File: src/rtl/signed_hex_decimal_atoi_assert.svh
// Assertion macros shared by the parser modules.
`ifndef SIGNED_HEX_DECIMAL_ATOI_ASSERT_SVH
`define SIGNED_HEX_DECIMAL_ATOI_ASSERT_SVH
`ifndef SYNTH
`define SHDA_ASSERT(lbl, clk, rstn, prop, msg) \
  lbl: assert property (@(posedge clk) disable iff (!rstn) prop) else $error(msg);
`define SHDA_ASSERT_NEXT(lbl, clk, rstn, pre, post, msg) \
  lbl: assert property (@(posedge clk) disable iff (!rstn) (pre) |=> (post)) else $error(msg);
`else
`define SHDA_ASSERT(lbl, clk, rstn, prop, msg)
`define SHDA_ASSERT_NEXT(lbl, clk, rstn, pre, post, msg)
`endif
`endif

File: src/rtl/shda_pkg.sv
package shda_pkg;

  typedef enum logic [5:0] {
    PH_START  = 6'b000001,
    PH_SIGNED = 6'b000010,
    PH_ZERO   = 6'b000100,
    PH_DEC    = 6'b001000,
    PH_HEX    = 6'b010000,
    PH_DONE   = 6'b100000
  } phase_t;

  typedef enum logic [1:0] {
    OP_NONE = 2'd0,
    OP_DEC  = 2'd1,
    OP_HEX  = 2'd2
  } op_kind_t;

  typedef struct packed {
    op_kind_t   kind;
    logic [3:0] digit;
    logic       last;
    logic       neg;
  } op_t;

  localparam logic [7:0] CH_MINUS = 8'h2D;
  localparam logic [7:0] CH_ZERO  = 8'h30;
  localparam logic [7:0] CH_NINE  = 8'h39;
  localparam logic [7:0] CH_LX    = 8'h78;
  localparam logic [7:0] CH_UX    = 8'h58;
  localparam logic [7:0] CH_LA    = 8'h61;
  localparam logic [7:0] CH_LF    = 8'h66;
  localparam logic [7:0] CH_UA    = 8'h41;
  localparam logic [7:0] CH_UF    = 8'h46;
  localparam logic [3:0] HEX_LETTER_OFS = 4'd9;

endpackage

File: src/rtl/shda_front.sv
`include "signed_hex_decimal_atoi_assert.svh"
module shda_front (
  input  logic             clk,
  input  logic             rst_n,
  input  logic             acc_en,
  input  logic [7:0]       char_code,
  input  logic             is_last,
  output shda_pkg::op_t    op
);

  shda_pkg::phase_t phase_r, phase_nxt, phase_upd;
  logic neg_r, neg_nxt, neg_upd;
  logic is_dec, is_hex_lc, is_hex_uc, is_zero, is_x;
  logic [3:0] dec_val, hex_val;
  shda_pkg::op_kind_t kind;
  logic [3:0] digit;

  always_comb begin
    is_dec    = (char_code >= shda_pkg::CH_ZERO) && (char_code <= shda_pkg::CH_NINE);
    is_hex_lc = (char_code >= shda_pkg::CH_LA) && (char_code <= shda_pkg::CH_LF);
    is_hex_uc = (char_code >= shda_pkg::CH_UA) && (char_code <= shda_pkg::CH_UF);
    is_zero   = (char_code == shda_pkg::CH_ZERO);
    is_x      = (char_code == shda_pkg::CH_LX) || (char_code == shda_pkg::CH_UX);
    dec_val   = char_code[3:0];
    hex_val   = is_dec ? char_code[3:0] : char_code[3:0] + shda_pkg::HEX_LETTER_OFS;
  end

  always_comb begin
    phase_upd = phase_r;
    neg_upd   = neg_r;
    kind      = shda_pkg::OP_NONE;
    digit     = dec_val;
    unique case (phase_r)
      shda_pkg::PH_START, shda_pkg::PH_SIGNED: begin
        if (phase_r == shda_pkg::PH_START && char_code == shda_pkg::CH_MINUS) begin
          neg_upd   = 1'b1;
          phase_upd = shda_pkg::PH_SIGNED;
        end else if (is_zero) begin
          phase_upd = shda_pkg::PH_ZERO;
        end else if (is_dec) begin
          kind      = shda_pkg::OP_DEC;
          phase_upd = shda_pkg::PH_DEC;
        end else begin
          phase_upd = shda_pkg::PH_DONE;
        end
      end
      shda_pkg::PH_ZERO: begin
        if (is_x) begin
          phase_upd = shda_pkg::PH_HEX;
        end else if (is_dec) begin
          kind      = shda_pkg::OP_DEC;
          phase_upd = shda_pkg::PH_DEC;
        end else begin
          phase_upd = shda_pkg::PH_DONE;
        end
      end
      shda_pkg::PH_DEC: begin
        if (is_dec) begin
          kind = shda_pkg::OP_DEC;
        end else begin
          phase_upd = shda_pkg::PH_DONE;
        end
      end
      shda_pkg::PH_HEX: begin
        digit = hex_val;
        if (is_dec || is_hex_lc || is_hex_uc) begin
          kind = shda_pkg::OP_HEX;
        end else begin
          phase_upd = shda_pkg::PH_DONE;
        end
      end
      default: begin
        phase_upd = shda_pkg::PH_DONE;
      end
    endcase
  end

  always_comb begin
    op.kind  = kind;
    op.digit = digit;
    op.last  = is_last;
    op.neg   = neg_upd;
    if (is_last) begin
      phase_nxt = shda_pkg::PH_START;
      neg_nxt   = 1'b0;
    end else begin
      phase_nxt = phase_upd;
      neg_nxt   = neg_upd;
    end
  end

  always_ff @(posedge clk) begin
    if (!rst_n) begin
      phase_r <= shda_pkg::PH_START;
      neg_r   <= 1'b0;
    end else if (acc_en) begin
      phase_r <= phase_nxt;
      neg_r   <= neg_nxt;
    end
  end

  `SHDA_ASSERT_NEXT(a_front_restart, clk, rst_n, acc_en && is_last, phase_r == shda_pkg::PH_START && !neg_r, "phase not restarted after last item")

endmodule

File: src/rtl/shda_opq.sv
`include "signed_hex_decimal_atoi_assert.svh"
module shda_opq (
  input  logic          clk,
  input  logic          rst_n,
  input  logic          push,
  input  shda_pkg::op_t push_op,
  output logic          full,
  input  logic          pop,
  output logic          valid,
  output shda_pkg::op_t head
);

  shda_pkg::op_t mem_r [2];
  logic       wr_ptr_r, rd_ptr_r;
  logic [1:0] cnt_r, cnt_nxt;
  logic       do_push, do_pop;

  assign full    = (cnt_r == 2'd2);
  assign valid   = (cnt_r != 2'd0);
  assign head    = mem_r[rd_ptr_r];
  assign do_push = push && !full;
  assign do_pop  = pop && valid;

  always_comb begin
    cnt_nxt = cnt_r;
    if (do_push && !do_pop) begin
      cnt_nxt = cnt_r + 2'd1;
    end else if (do_pop && !do_push) begin
      cnt_nxt = cnt_r - 2'd1;
    end
  end

  always_ff @(posedge clk) begin
    if (do_push) begin
      mem_r[wr_ptr_r] <= push_op;
    end
  end

  always_ff @(posedge clk) begin
    if (!rst_n) begin
      wr_ptr_r <= 1'b0;
      rd_ptr_r <= 1'b0;
      cnt_r    <= 2'd0;
    end else begin
      if (do_push) begin
        wr_ptr_r <= ~wr_ptr_r;
      end
      if (do_pop) begin
        rd_ptr_r <= ~rd_ptr_r;
      end
      cnt_r <= cnt_nxt;
    end
  end

  `SHDA_ASSERT(a_opq_bound, clk, rst_n, cnt_r != 2'd3, "operation queue count out of range")
  `SHDA_ASSERT_NEXT(a_opq_grow, clk, rst_n, do_push && !do_pop, cnt_r == $past(cnt_r) + 2'd1, "operation queue count did not grow")

endmodule

File: src/rtl/shda_back.sv
`include "signed_hex_decimal_atoi_assert.svh"
module shda_back (
  input  logic               clk,
  input  logic               rst_n,
  input  logic               op_valid,
  input  shda_pkg::op_t      op,
  output logic               op_pop,
  output logic               res_empty,
  input  logic               res_pop,
  output logic signed [31:0] res_value
);

  logic [31:0] acc_r, acc_nxt, acc_mac, result;
  logic [31:0] res_mem_r [2];
  logic        res_wr_ptr_r, res_rd_ptr_r;
  logic [1:0]  res_cnt_r, res_cnt_nxt;
  logic        res_full, res_push, res_take;

  assign res_full  = (res_cnt_r == 2'd2);
  assign res_empty = (res_cnt_r == 2'd0);
  assign res_value = res_mem_r[res_rd_ptr_r];
  assign op_pop    = op_valid && (!op.last || !res_full);
  assign res_push  = op_pop && op.last;
  assign res_take  = res_pop && !res_empty;

  always_comb begin
    case (op.kind)
      shda_pkg::OP_DEC: acc_mac = {acc_r[28:0], 3'b000} + {acc_r[30:0], 1'b0} + {28'd0, op.digit};
      shda_pkg::OP_HEX: acc_mac = {acc_r[27:0], op.digit};
      default:          acc_mac = acc_r;
    endcase
    result  = op.neg ? (32'd0 - acc_mac) : acc_mac;
    acc_nxt = op.last ? 32'd0 : acc_mac;
  end

  always_comb begin
    res_cnt_nxt = res_cnt_r;
    if (res_push && !res_take) begin
      res_cnt_nxt = res_cnt_r + 2'd1;
    end else if (res_take && !res_push) begin
      res_cnt_nxt = res_cnt_r - 2'd1;
    end
  end

  always_ff @(posedge clk) begin
    if (res_push) begin
      res_mem_r[res_wr_ptr_r] <= result;
    end
  end

  always_ff @(posedge clk) begin
    if (!rst_n) begin
      acc_r        <= 32'd0;
      res_wr_ptr_r <= 1'b0;
      res_rd_ptr_r <= 1'b0;
      res_cnt_r    <= 2'd0;
    end else begin
      if (op_pop) begin
        acc_r <= acc_nxt;
      end
      if (res_push) begin
        res_wr_ptr_r <= ~res_wr_ptr_r;
      end
      if (res_take) begin
        res_rd_ptr_r <= ~res_rd_ptr_r;
      end
      res_cnt_r <= res_cnt_nxt;
    end
  end

  `SHDA_ASSERT_NEXT(a_back_clear, clk, rst_n, op_pop && op.last, acc_r == 32'd0, "accumulator not cleared after last item")
  `SHDA_ASSERT(a_back_bound, clk, rst_n, res_cnt_r != 2'd3, "result queue count out of range")

endmodule

File: src/rtl/signed_hex_decimal_atoi.sv
// A result reaches out_value after the last character's operation passes the operation queue, then the result queue.
// Throughput: one character per cycle while in_full is low, limited by the single accumulator update per cycle.
// A two-entry operation queue and a two-entry result queue decouple the stages.
// Reset: synchronous, active low; clears phase, sign, accumulator and both queues.
module signed_hex_decimal_atoi (
  input  logic               clk,
  input  logic               rst_n,
  input  logic               in_push,
  output logic               in_full,
  input  logic [7:0]         in_char_code,
  input  logic               in_is_last,
  output logic               out_empty,
  input  logic               out_pop,
  output logic signed [31:0] out_value
);

  shda_pkg::op_t front_op, head_op;
  logic          in_acc, q_valid, q_pop;

  assign in_acc = in_push && !in_full;

  shda_front u_front (
    .clk       (clk),
    .rst_n     (rst_n),
    .acc_en    (in_acc),
    .char_code (in_char_code),
    .is_last   (in_is_last),
    .op        (front_op)
  );

  shda_opq u_opq (
    .clk     (clk),
    .rst_n   (rst_n),
    .push    (in_push),
    .push_op (front_op),
    .full    (in_full),
    .pop     (q_pop),
    .valid   (q_valid),
    .head    (head_op)
  );

  shda_back u_back (
    .clk       (clk),
    .rst_n     (rst_n),
    .op_valid  (q_valid),
    .op        (head_op),
    .op_pop    (q_pop),
    .res_empty (out_empty),
    .res_pop   (out_pop),
    .res_value (out_value)
  );

endmodule
File: config.mk
export PLATFORM = sky130hd
export DESIGN_NAME = signed_hex_decimal_atoi
export DESIGN_NICKNAME = d
export VERILOG_FILES = /design/src/rtl/shda_pkg.sv /design/src/rtl/shda_front.sv /design/src/rtl/shda_opq.sv /design/src/rtl/shda_back.sv /design/src/rtl/signed_hex_decimal_atoi.sv
export VERILOG_INCLUDE_DIRS = /design/src /design/src/rtl
export SDC_FILE = /design/constraint.sdc
export NUM_CORES = 1
export LEC_CHECK = 0
export BUFFER_PORTS_ARGS = -buffer_cell sky130_fd_sc_hd__buf_2
export CAP_MARGIN = 20
export CORE_ASPECT_RATIO = 0.6
export CORE_MARGIN = 1.5
export CORE_UTILIZATION = 45
export CTS_CLUSTER_DIAMETER = 150
export CTS_CLUSTER_SIZE = 30
export DETAILED_ROUTE_END_ITERATION = 6
export GPL_TIMING_DRIVEN = 0
export PLACE_DENSITY_LB_ADDON = 0.05
export SKIP_LAST_GASP = 1
export SYNTH_ARGS = -nofsm -noshare
export SYNTH_HDL_FRONTEND = slang
export SYNTH_SLANG_ARGS = --single-unit
File: constraint.sdc
create_clock -name clk -period 3.8 [get_ports clk]
set_input_delay 0.19 -clock clk [delete_from_list [all_inputs] [get_ports clk]]
set_output_delay 0.19 -clock clk [all_outputs]
set_load 0.03 [all_outputs]
==> results of run 1 <==
## logic make-up (layout without fill, tap and decap cells)
group / after synthesis / count (layout)
compound gates: 237 / 237
xor+xnor: 54 / 54
fa+ha+maj: 68 / 68
buf+inv: 71 / 196
flops: 129 / 129
mux: 46 / 46
simple gates: 279 / 279
## cells in the mapped netlist, types with 5 or more instances
library cell / count / area [um^2]
or3_1: 7 / 43.8
and3_1: 19 / 119
a21oi_1: 39 / 195
o211ai_1: 8 / 60.1
ha_1: 66 / 826
buf_1: 7 / 26.3
a22oi_1: 24 / 180
mux2_2: 36 / 405
o22ai_1: 6 / 37.5
xor2_1: 12 / 105
a31oi_1: 5 / 31.3
and2_1: 27 / 169
nand4_1: 12 / 75.1
inv_1: 28 / 105
o21ai_0: 56 / 280
nor3_1: 9 / 45.0
o21ai_1: 8 / 40.0
nand3_1: 20 / 100
o221ai_1: 5 / 43.8
clkbuf_1: 25 / 93.8
nor2_1: 43 / 161
nor2b_1: 25 / 156
xnor2_1: 42 / 368
nand2b_1: 6 / 37.5
edfxtp_1: 80 / 2400
buf_2: 9 / 45.0
dfxtp_1: 49 / 981
a21o_1: 8 / 60.1
o21a_1: 8 / 60.1
a211oi_1: 8 / 60.1
nand2_1: 82 / 308
mux2i_1: 8 / 80.1
## metal layers
layer	vias to the layer above	part of all wire (%)
met4	0	1.0
met1	3595	52
met5	-	0
met2	321	39
met3	21	8.0
li1	3533	-
## path summary, 6_finish.rpt
| path | startpoint | to | slack, ns | cells after the start |
|---|---|---|---|---|
| setup / recovery | register | u_back.res_mem_r[1][29] | -0.37 | 17 |
| hold / removal | in_is_last | u_opq.mem_r[1][1] | 0.05 | 1 |
| setup reg to reg | register | u_back.res_mem_r[1][29] | -0.37 | 17 |
| hold reg to reg | u_front.neg_r | u_front.neg_r | 0.47 | 2 |
## flip-flops by register name (all words and copies together) (netlist names), named ones only
signal	cells
u_opq.cnt_r	2
u_back.res_mem_r	64
u_back.res_wr_ptr_r	1
u_opq.wr_ptr_r	1
u_back.res_cnt_r	2
u_opq.rd_ptr_r	1
u_front.phase_r	6
u_opq.mem_r	16
u_front.neg_r	1
u_back.res_rd_ptr_r	1
u_back.acc_r	32
## cell type report
class	instances	area [um^2]	area share (%)
repair buffers	94	674	6.15
well taps	246	308	2.80
inverters	28	105	0.958
clock inverters	15	159	1.45
multi-input cells	684	5740	52.3
plain buffers	42	178	1.62
flip-flops and latches	129	3390	30.9
clock buffers	17	425	3.88
## timing repair
| item | 4_1_cts | 5_1_grt |
|---|---|---|
| setup endpoints to repair | 48 | 50 |
| hold buffers | 0 | 0 |
| resized for setup | 54 | 64 |
| pin swaps | 40 | 55 |
| setup buffers | 23 | 23 |
## worst register-to-register path: stages (launching register included)
cell,delay (ns)
dfxtp_4,0.37
mux2_4,0.21
inv_2,0.03
fa_1,0.50
inv_2,0.07
fa_2,0.40
a211oi_4,0.27
buf_4,0.17
buf_6,0.10
nor4b_4,0.04
a211oi_2,0.18
xnor2_1,0.17
a22oi_1,0.22
o21ai_2,0.16
nor4_4,0.44
nand4_4,0.20
o31ai_4,0.31
xnor2_2,0.09
## where the power goes
part / total (mW) / internal, mW / leakage, nW / switching [mW]
combinational: 3.84 / 1.46 / 2.92 / 2.38
clock: 1.61 / 0.971 / 0.283 / 0.639
sequential: 2.08 / 1.96 / 1.14 / 0.125
total: 7.53 / 4.39 / 4.34 / 3.14
## metrics by stage
step	power [mW]	instance area (um^2)	worst slack (ns)	setup TNS, ns
3_3_place_gp	5.06	9380	-0.791	-21.68
3_5_place_dp	5.19	9450	-0.781	-19.05
6_report	7.53	11000	-0.372	-11.53
4_1_cts	7.12	10500	-0.378	-12.41
2_1_floorplan	4.34	8850	-0.0749	-0.303
5_1_grt	7.90	11000	-0.525	-18.10
==> impl_metrics.tcl, run 1 <==
set metrics [dict create \
    rsz0062_at_grt "yes" \
    path_max_fanout 5 \
    crit_family "compound AO/OA/AOI/OAI gates" \
    busiest_layer "met1" \
    met1_usage_pct 41.9 \
    rows 39 \
    grt.met2_usage_pct 33.1 \
    grt_pass1_vias 6970 \
    antenna_found_initial 0 \
    syn_nets 965 \
    final_cell_mix "nand2_1, edfxtp_1, ha_1, buf_2, o21ai_0" \
    post_drt_wl_per_cell_um 20.4 \
    grt_use_total_pct 25.3 \
    cts.clk_slew.worst_paths_ns 0.06 \
    synth_warnings 0 \
    critPathMaxStageDelay_ns 0.50 \
    vias 7470 \
    report.final.slew_viol_count 0 \
    overflow 0 \
    die-area_um2 20300 \
    hold_class "primary input to register" \
    io_buffers 45 \
    dieHeight_um 111 \
    numCtsBuffers 17 \
    clockBufferDepth 2 \
    outcome "complete, but fails checks" \
    timing.fmax_mhz 240 \
    fin_crit_sh_pct 110 \
    synth_xor_xnor_area_share_pct 5.42 \
    start_kind "register" \
    ys_types 88 \
    power.density_nw_per_um2 686 \
    dieWidth_um 183 \
    start_util_pct 45.9 \
    worstSetupEndpointType "register" \
    hpwl_um 19100 \
    holdWs_ns 0.0491 \
    synth_compound_area_share_pct 19.7 \
    synth.area.mux_share_pct 5.86 \
    io_pins 47 \
    cts_tree "yes" \
    finalHoldViolCount 0 \
    finalNonFillerCells 1255 \
    grt_max_degree 18 \
    clk_latency_ns 0.43 \
    grt_pass1_wl_um 39300 \
    post-route-util_pct 57.7 \
    h-tree-depth 4 \
    ys.flop_type "edfxtp_1" \
    leakage_nw 4.34 \
    setup_viol 46 \
    max-cap-violations 0 \
    yosys.area_share.simple_pct 17.1 \
    ys_ff_latch 129 \
    numPlacedInstances 1178 \
    drive_above_1_share_pct 29.7 \
    synth-adder-area-share_pct 9.92 \
    clock_skew_ns 0.0218 \
    design.core.area_um2 19000 \
    routed_via_density 5.95 \
    finalCriticalPeriod_ns 4.17 \
    cpMostUsedCell "inv_2" \
    crit_chain "mux2_4 > inv_2 > fa_1 > inv_2 > fa_2 > a211oi_4 > buf_4 > buf_6 > nor4b_4 > a211oi_2 > xnor2_1 > a22oi_1 > o21ai_2 > nor4_4 > nand4_4 > o31ai_4 > xnor2_2" \
    gp_congestion 0.944 \
    tightest_slew_ns 1.06 \
    arrival_ns 4.34 \
    drtIter0Drc 716 \
    fin_ws_ns -0.372 \
    ys_seq_area_share_pct 38.7 \
    first_pass_iters 5 \
    failed_checks "setup timing" \
    maxSlewHeadroom_pct 27.2 \
    cts_root_buf "clkbuf_16" \
    final_net_count 1077 \
    cp_num_buf_inv 4 \
    post-route-drc-count 0 \
    synth_top_family_by_area "compound AO/OA/AOI/OAI gates" \
    finalWirelength_um 25600 \
    diodes 0 \
    nFillCells 1577 \
    async_flop_share_pct 0 \
    antenna_left 0 \
    cts.sink_count 129 \
    use_met3_pct 4.30 \
    synth_area_um2 8730 \
    crit_slowest_cell "fa_1" \
    worst-endpoint-required_ns 3.97 \
    path_class "register to register" \
    area_delta_synth_final_pct 25.7 \
    syn_area_per_cell_um2 9.88 \
    ir_drop_uv 312 \
    synth-edff-count 80 \
    synthCells 884 \
]
(Power assumes the default switching activity.)
==> inputs of run 2 (changes only) <==
--- a/config.mk
+++ b/config.mk
@@ -15,7 +15,7 @@
 export CTS_CLUSTER_SIZE = 30
 export DETAILED_ROUTE_END_ITERATION = 6
 export GPL_TIMING_DRIVEN = 0
-export PLACE_DENSITY_LB_ADDON = 0.05
+export PLACE_DENSITY = 0.73
 export SKIP_LAST_GASP = 1
 export SYNTH_ARGS = -nofsm -noshare
 export SYNTH_HDL_FRONTEND = slang
==> impl_metrics.tcl, run 2 (synthesis results as in run 1) <==
set metrics [dict create \
    die-area_um2 20300 \
    worstSetupEndpointType "register" \
    top_regs "u_back.res_mem_r (64), u_back.acc_r (32), u_opq.mem_r (16)" \
    post-route-drc-count 0 \
    holdPathStages 1 \
    r2r_end "u_back.res_mem_r[0][24]" \
    antenna_left 0 \
    antenna_found_initial 0 \
    grt_pass1_wl_um 37500 \
    fin_crit_sh_pct 111 \
    outcome "complete, but fails checks" \
    tightest_slew_ns 0.952 \
    design.core.area_um2 19000 \
    clockBufferDepth 2 \
    numCtsBuffers 17 \
    cts.sink_count 129 \
    rsz0062_at_grt "yes" \
    maxSlewHeadroom_pct 34.7 \
    largest_register_ffs 64 \
    finalWirelength_um 24600 \
    design_area_um2 10800 \
    numPlacedInstances 1177 \
    io_buffers 45 \
    final_cell_mix "nand2_1, edfxtp_1, ha_1, buf_2, o21ai_0" \
    arrival_ns 4.33 \
    power.total_mw 7.61 \
    clk_latency_ns 0.42 \
    rows 39 \
    finalCriticalPeriod_ns 4.20 \
    drtIter0Drc 822 \
    vias 7407 \
    diodes 0 \
    path_max_fanout 6 \
    timing.fmax_mhz 238 \
    place_area_um2 9440 \
    path_class "register to register" \
    io_pins 47 \
    holdPathEnd "u_opq.mem_r[1][1]" \
    post-place-ws_ns -0.780 \
    fin_ws_ns -0.404 \
    critPathMaxStageDelay_ns 0.48 \
    worst-r2r-cell-count 16 \
    crit_slowest_cell "fa_1" \
    fin_setup_tns_ns -11.67 \
    cts_tree "yes" \
    start_util_pct 45.9 \
    grt_use_total_pct 23.9 \
    setup_viol 43 \
    holdWs_ns 0.0191 \
    dieHeight_um 111 \
    grt_pass1_vias 6773 \
    finalHoldViolCount 0 \
    h-tree-depth 4 \
    min-delay-start "in_is_last" \
    drive_above_1_share_pct 27.7 \
    power.density_nw_per_um2 701 \
    post-route-util_pct 57.0 \
    crit_chain "mux2_4 > inv_2 > fa_1 > inv_2 > fa_2 > a211oi_4 > o21ai_2 > a31oi_4 > buf_6 > xnor2_2 > a221oi_4 > and4b_2 > and3_4 > and3_4 > a41oi_4 > xnor2_2" \
    finalNonFillerCells 1247 \
    clock_skew_ns 0.00820 \
    worst-endpoint-required_ns 3.93 \
    first_pass_iters 5 \
    max-cap-violations 0 \
    overflow 0 \
    final_net_count 1069 \
    hpwl_um 17700 \
    cts.clk_slew.worst_paths_ns 0.05 \
    r2r_slack_ns -0.40 \
    area_delta_synth_final_pct 24.2 \
    post_drt_wl_per_cell_um 19.7 \
    start_kind "register" \
    report.final.slew_viol_count 0 \
    routed_via_density 5.94 \
    grt_max_degree 21 \
    dieWidth_um 183 \
    ir_drop_uv 363 \
    hold_class "primary input to register" \
    leakage_nw 4.26 \
    failed_checks "setup timing" \
    cts_root_buf "clkbuf_16" \
    max_flop_register "u_back.res_mem_r" \
    gp_congestion 0.930 \
]
==> run 2: changes by cell type in the layout (fill, tap and decap cells not counted), sizes merged <==
cell      change
bufinv        +3
inv           -3
clkinv        -4
clkbuf        +4
buf           -9
clkinvlp      +1
==> run 2: timing repair <==
item,in CTS,in global routing
pin swaps,33,37
gates cloned,0,0
gates resized for setup,48,59
hold buffers,0,0
setup endpoints to repair,47,53
setup buffers,24,16
==> run 2: worst max path at each step <==
stage | startpoint | end
floorplan | register | u_back.res_mem_r[0][31]
detailed placement | register | u_back.res_mem_r[0][31]
global placement | register | u_back.res_mem_r[1][31]
CTS | register | u_back.res_mem_r[0][24]
finish | register | u_back.res_mem_r[0][24]
global route | register | u_back.res_mem_r[0][24]
==> run 2: cell type report <==
type                            instances  area [um^2]
Multi-Input combinational cell        684         5650
Timing Repair Buffer                   86          593
Clock buffer                           20          437
Tap cell                              246          308
Clock inverter                         12          189
Fill cell                            1545         8180
Sequential cell                       129         3390
Buffer                                 42          179
Inverter                               28          105
==> run 2: layer usage <==
| metal | routed length [um] | part of all wire, % | GRT usage, % | up-vias |
|---|---|---|---|---|
| li1 | - | - | - | 3518 |
| met1 | 11700 | 48 | 37.5 | 3498 |
| met4 | 161 | 0.65 | 5.57 | 0 |
| met2 | 9800 | 40 | 31.6 | 374 |
| met3 | 2930 | 12 | 6.64 | 17 |
| met5 | 0 | 0 | 0 | - |
==> run 2: critical path: cells and delay by family, from the launching register on <==
kind	cells	cell delay (ns)
and+or+nand+nor	3	0.76
DFF	1	0.42
buffers and inverters	3	0.25
AOI/OAI and AO/OA	5	1.15
adders and majority gates	2	0.85
xor gates and xnor gates	2	0.27
muxes	1	0.19
==> run 2: power breakdown <==
part	leakage, nW	total [mW]	internal, mW	switching [mW]
logic	2.83	3.80	1.44	2.36
registers	1.14	2.09	1.96	0.127
clock network	0.293	1.73	1.15	0.572
==> inputs of run 3 (changes only) <==
--- a/config.mk
+++ b/config.mk
@@ -6,6 +6,7 @@
 export SDC_FILE = /design/constraint.sdc
 export NUM_CORES = 1
 export LEC_CHECK = 0
+export ABC_AREA = 1
 export BUFFER_PORTS_ARGS = -buffer_cell sky130_fd_sc_hd__buf_2
 export CAP_MARGIN = 20
 export CORE_ASPECT_RATIO = 0.6
==> impl_metrics.tcl, run 3 <==
set metrics [dict create \
    max-cap-violations 0 \
    arrival_ns 3.70 \
    synth_most_common_cell "nand2_1" \
    synth_area_um2 9490 \
    worst-endpoint-required_ns 3.96 \
    post_drt_wl_per_cell_um 15.1 \
    cpMostUsedCell "nand2_1" \
    report.final.slew_viol_count 0 \
    max_flop_register "u_back.res_mem_r" \
    cts.sink_count 129 \
    synth_warnings 0 \
    ys.flop_type "edfxtp_1" \
    design.core.area_um2 20300 \
    overflow 0 \
    dieHeight_um 115 \
    finalWirelength_um 25000 \
    grt_pass1_wl_um 40400 \
    routed_via_density 5.20 \
    syn_area_per_cell_um2 7.29 \
    async_flop_share_pct 0 \
    cts_tree "yes" \
    rows 40 \
    top_regs "u_back.res_mem_r (64), u_back.acc_r (32), u_opq.mem_r (16)" \
    io_pins 47 \
    largest_register_ffs 64 \
    tightest_slew_ns 0.921 \
    drtIter0Drc 955 \
    vias 8629 \
    ir_drop_uv 699 \
    yosys-top-cells-area "edfxtp_1, nand2_1, dfxtp_1" \
    clockBufferDepth 2 \
    ys_ff_latch 129 \
    path_class "register to register" \
    finalCriticalPeriod_ns 3.54 \
    path_max_fanout 10 \
    cts_root_buf "clkbuf_16" \
    area_delta_synth_final_pct 14.1 \
    hold_class "primary input to register" \
    crit_family "simple AND/OR/NAND/NOR gates" \
    fin_ws_ns 0.257 \
    cp_num_buf_inv 2 \
    timing.fmax_mhz 282 \
    clk_latency_ns 0.42 \
    syn_nets 1383 \
    first_pass_iters 6 \
    antenna_found_initial 0 \
    numCtsBuffers 17 \
    yosys-top-cells-count "nand2_1, inv_1, a21oi_1, nand3_1, nor2_1" \
    synth-edff-count 80 \
    leakage_nw 5.35 \
    post-route-drc-count 0 \
    clock_skew_ns 0.0125 \
    yosysTopAreaCellShare_pct 25.3 \
    cts.clk_slew.worst_paths_ns 0.06 \
    nFillCells 1945 \
    diodes 0 \
    antenna_left 0 \
    drive_above_1_share_pct 16.5 \
    finalHoldViolCount 0 \
    h-tree-depth 4 \
    power.total_mw 10.6 \
    start_util_pct 46.7 \
    worstSetupEndpointType "register" \
    grt_max_degree 33 \
    ys_types 46 \
    synthCells 1302 \
    hpwl_um 19500 \
    dieWidth_um 190 \
    io_buffers 46 \
    finalNonFillerCells 1658 \
    final_cell_mix "nand2_1, inv_1, a21oi_1, edfxtp_1, nor2_1" \
    grt_use_total_pct 23.5 \
    numPlacedInstances 1621 \
    crit_chain "buf_8 > nand2_2 > and2_1 > ha_4 > ha_4 > fa_2 > nand3_2 > nand2_2 > nand2_1 > nand2_1 > nand2_1 > nand3b_1 > nand3_2 > nand2_1 > nand2_2 > nand2_1 > nor2_4 > nand3_4 > nand2_1 > xor2_1 > inv_1" \
    grt_pass1_vias 7876 \
    final_common_cell "nand2_1" \
    multiInputGateArea_um2 5360 \
    final_net_count 1453 \
    setup_viol 0 \
    power.density_nw_per_um2 980 \
    seq_area_um2 3390 \
    post-place-ws_ns -0.112 \
    crit_slowest_cell "fa_2" \
    critPathMaxStageDelay_ns 0.45 \
    fin_crit_sh_pct 93.2 \
    start_kind "register" \
    yosys.area.top_type "edfxtp_1" \
    die-area_um2 22000 \
    ys_seq_area_share_pct 35.7 \
    outcome "finished clean" \
    gp_congestion 0.944 \
    maxSlewHeadroom_pct 38.5 \
    fin_setup_tns_ns 0 \
]
## run 3: per-layer routing
layer,up-vias,global-route usage (%),share of wire [%]
li1,4339,-,-
met1,3912,39.0,54
met3,21,3.66,9.1
met4,0,5.51,1.1
met2,357,30.6,36
met5,-,0,0
## run 3: layout make-up
type,instances,share of cell area [%]
Sequential cell,129,31.3
Tap cell,273,3.15
Buffer,33,1.48
Inverter,201,6.97
Timing Repair Buffer,51,2.50
Clock inverter,9,0.740
Clock buffer,23,4.43
Multi-Input combinational cell,939,49.5
## run 3: final timing paths
kind                   startpoint                       to  slack [ns]  cells past startpoint
setup reg to reg         register  u_back.res_mem_r[0][21]        0.26                     21
hold / removal    in_char_code[0]        u_opq.mem_r[1][2]        0.17                      2
setup / recovery         register  u_back.res_mem_r[0][21]        0.26                     21
hold reg to reg    u_opq.rd_ptr_r                 register        0.44                      1
## run 3: cell families (layout without fill, tap and decap cells)
logic type,after synthesis,after routing,synth area share (%)
DFF,129,129,35.7
and+or+nand+nor,673,673,31.4
adders and majority gates,68,68,9.12
muxes,32,32,3.80
xor gates and xnor gates,31,31,2.94
AOI/OAI and AO/OA,135,135,7.48
buffers and inverters,234,317,9.59
## run 3: repair_timing
action	4_1_cts	5_1_grt
hold endpoints to repair	1	0
resized for setup	3	35
endpoints found under the setup margin	20	34
buffers inserted	0	4
hold buffers	1	0
pin swaps	0	12
## run 3: power breakdown
group	total [mW]	internal [mW]	switching (mW)
registers	2.56	2.26	0.293
logic	6.52	2.09	4.43
clock network	1.54	0.951	0.590
## run 3: stage by stage
| stage | cell area [um^2] | hold WS [ns] | utilization [%] |
|---|---|---|---|
| finish | 10800 | 0.169 | 53.3 |
| global placement | 10100 | 0.427 | 49.5 |
| floorplan | 9490 | 0.289 | - |
| detailed placement | 10100 | 0.428 | 49.6 |
| global route | 10800 | 0.195 | 53.3 |
| CTS | 10600 | 0.162 | 52.4 |
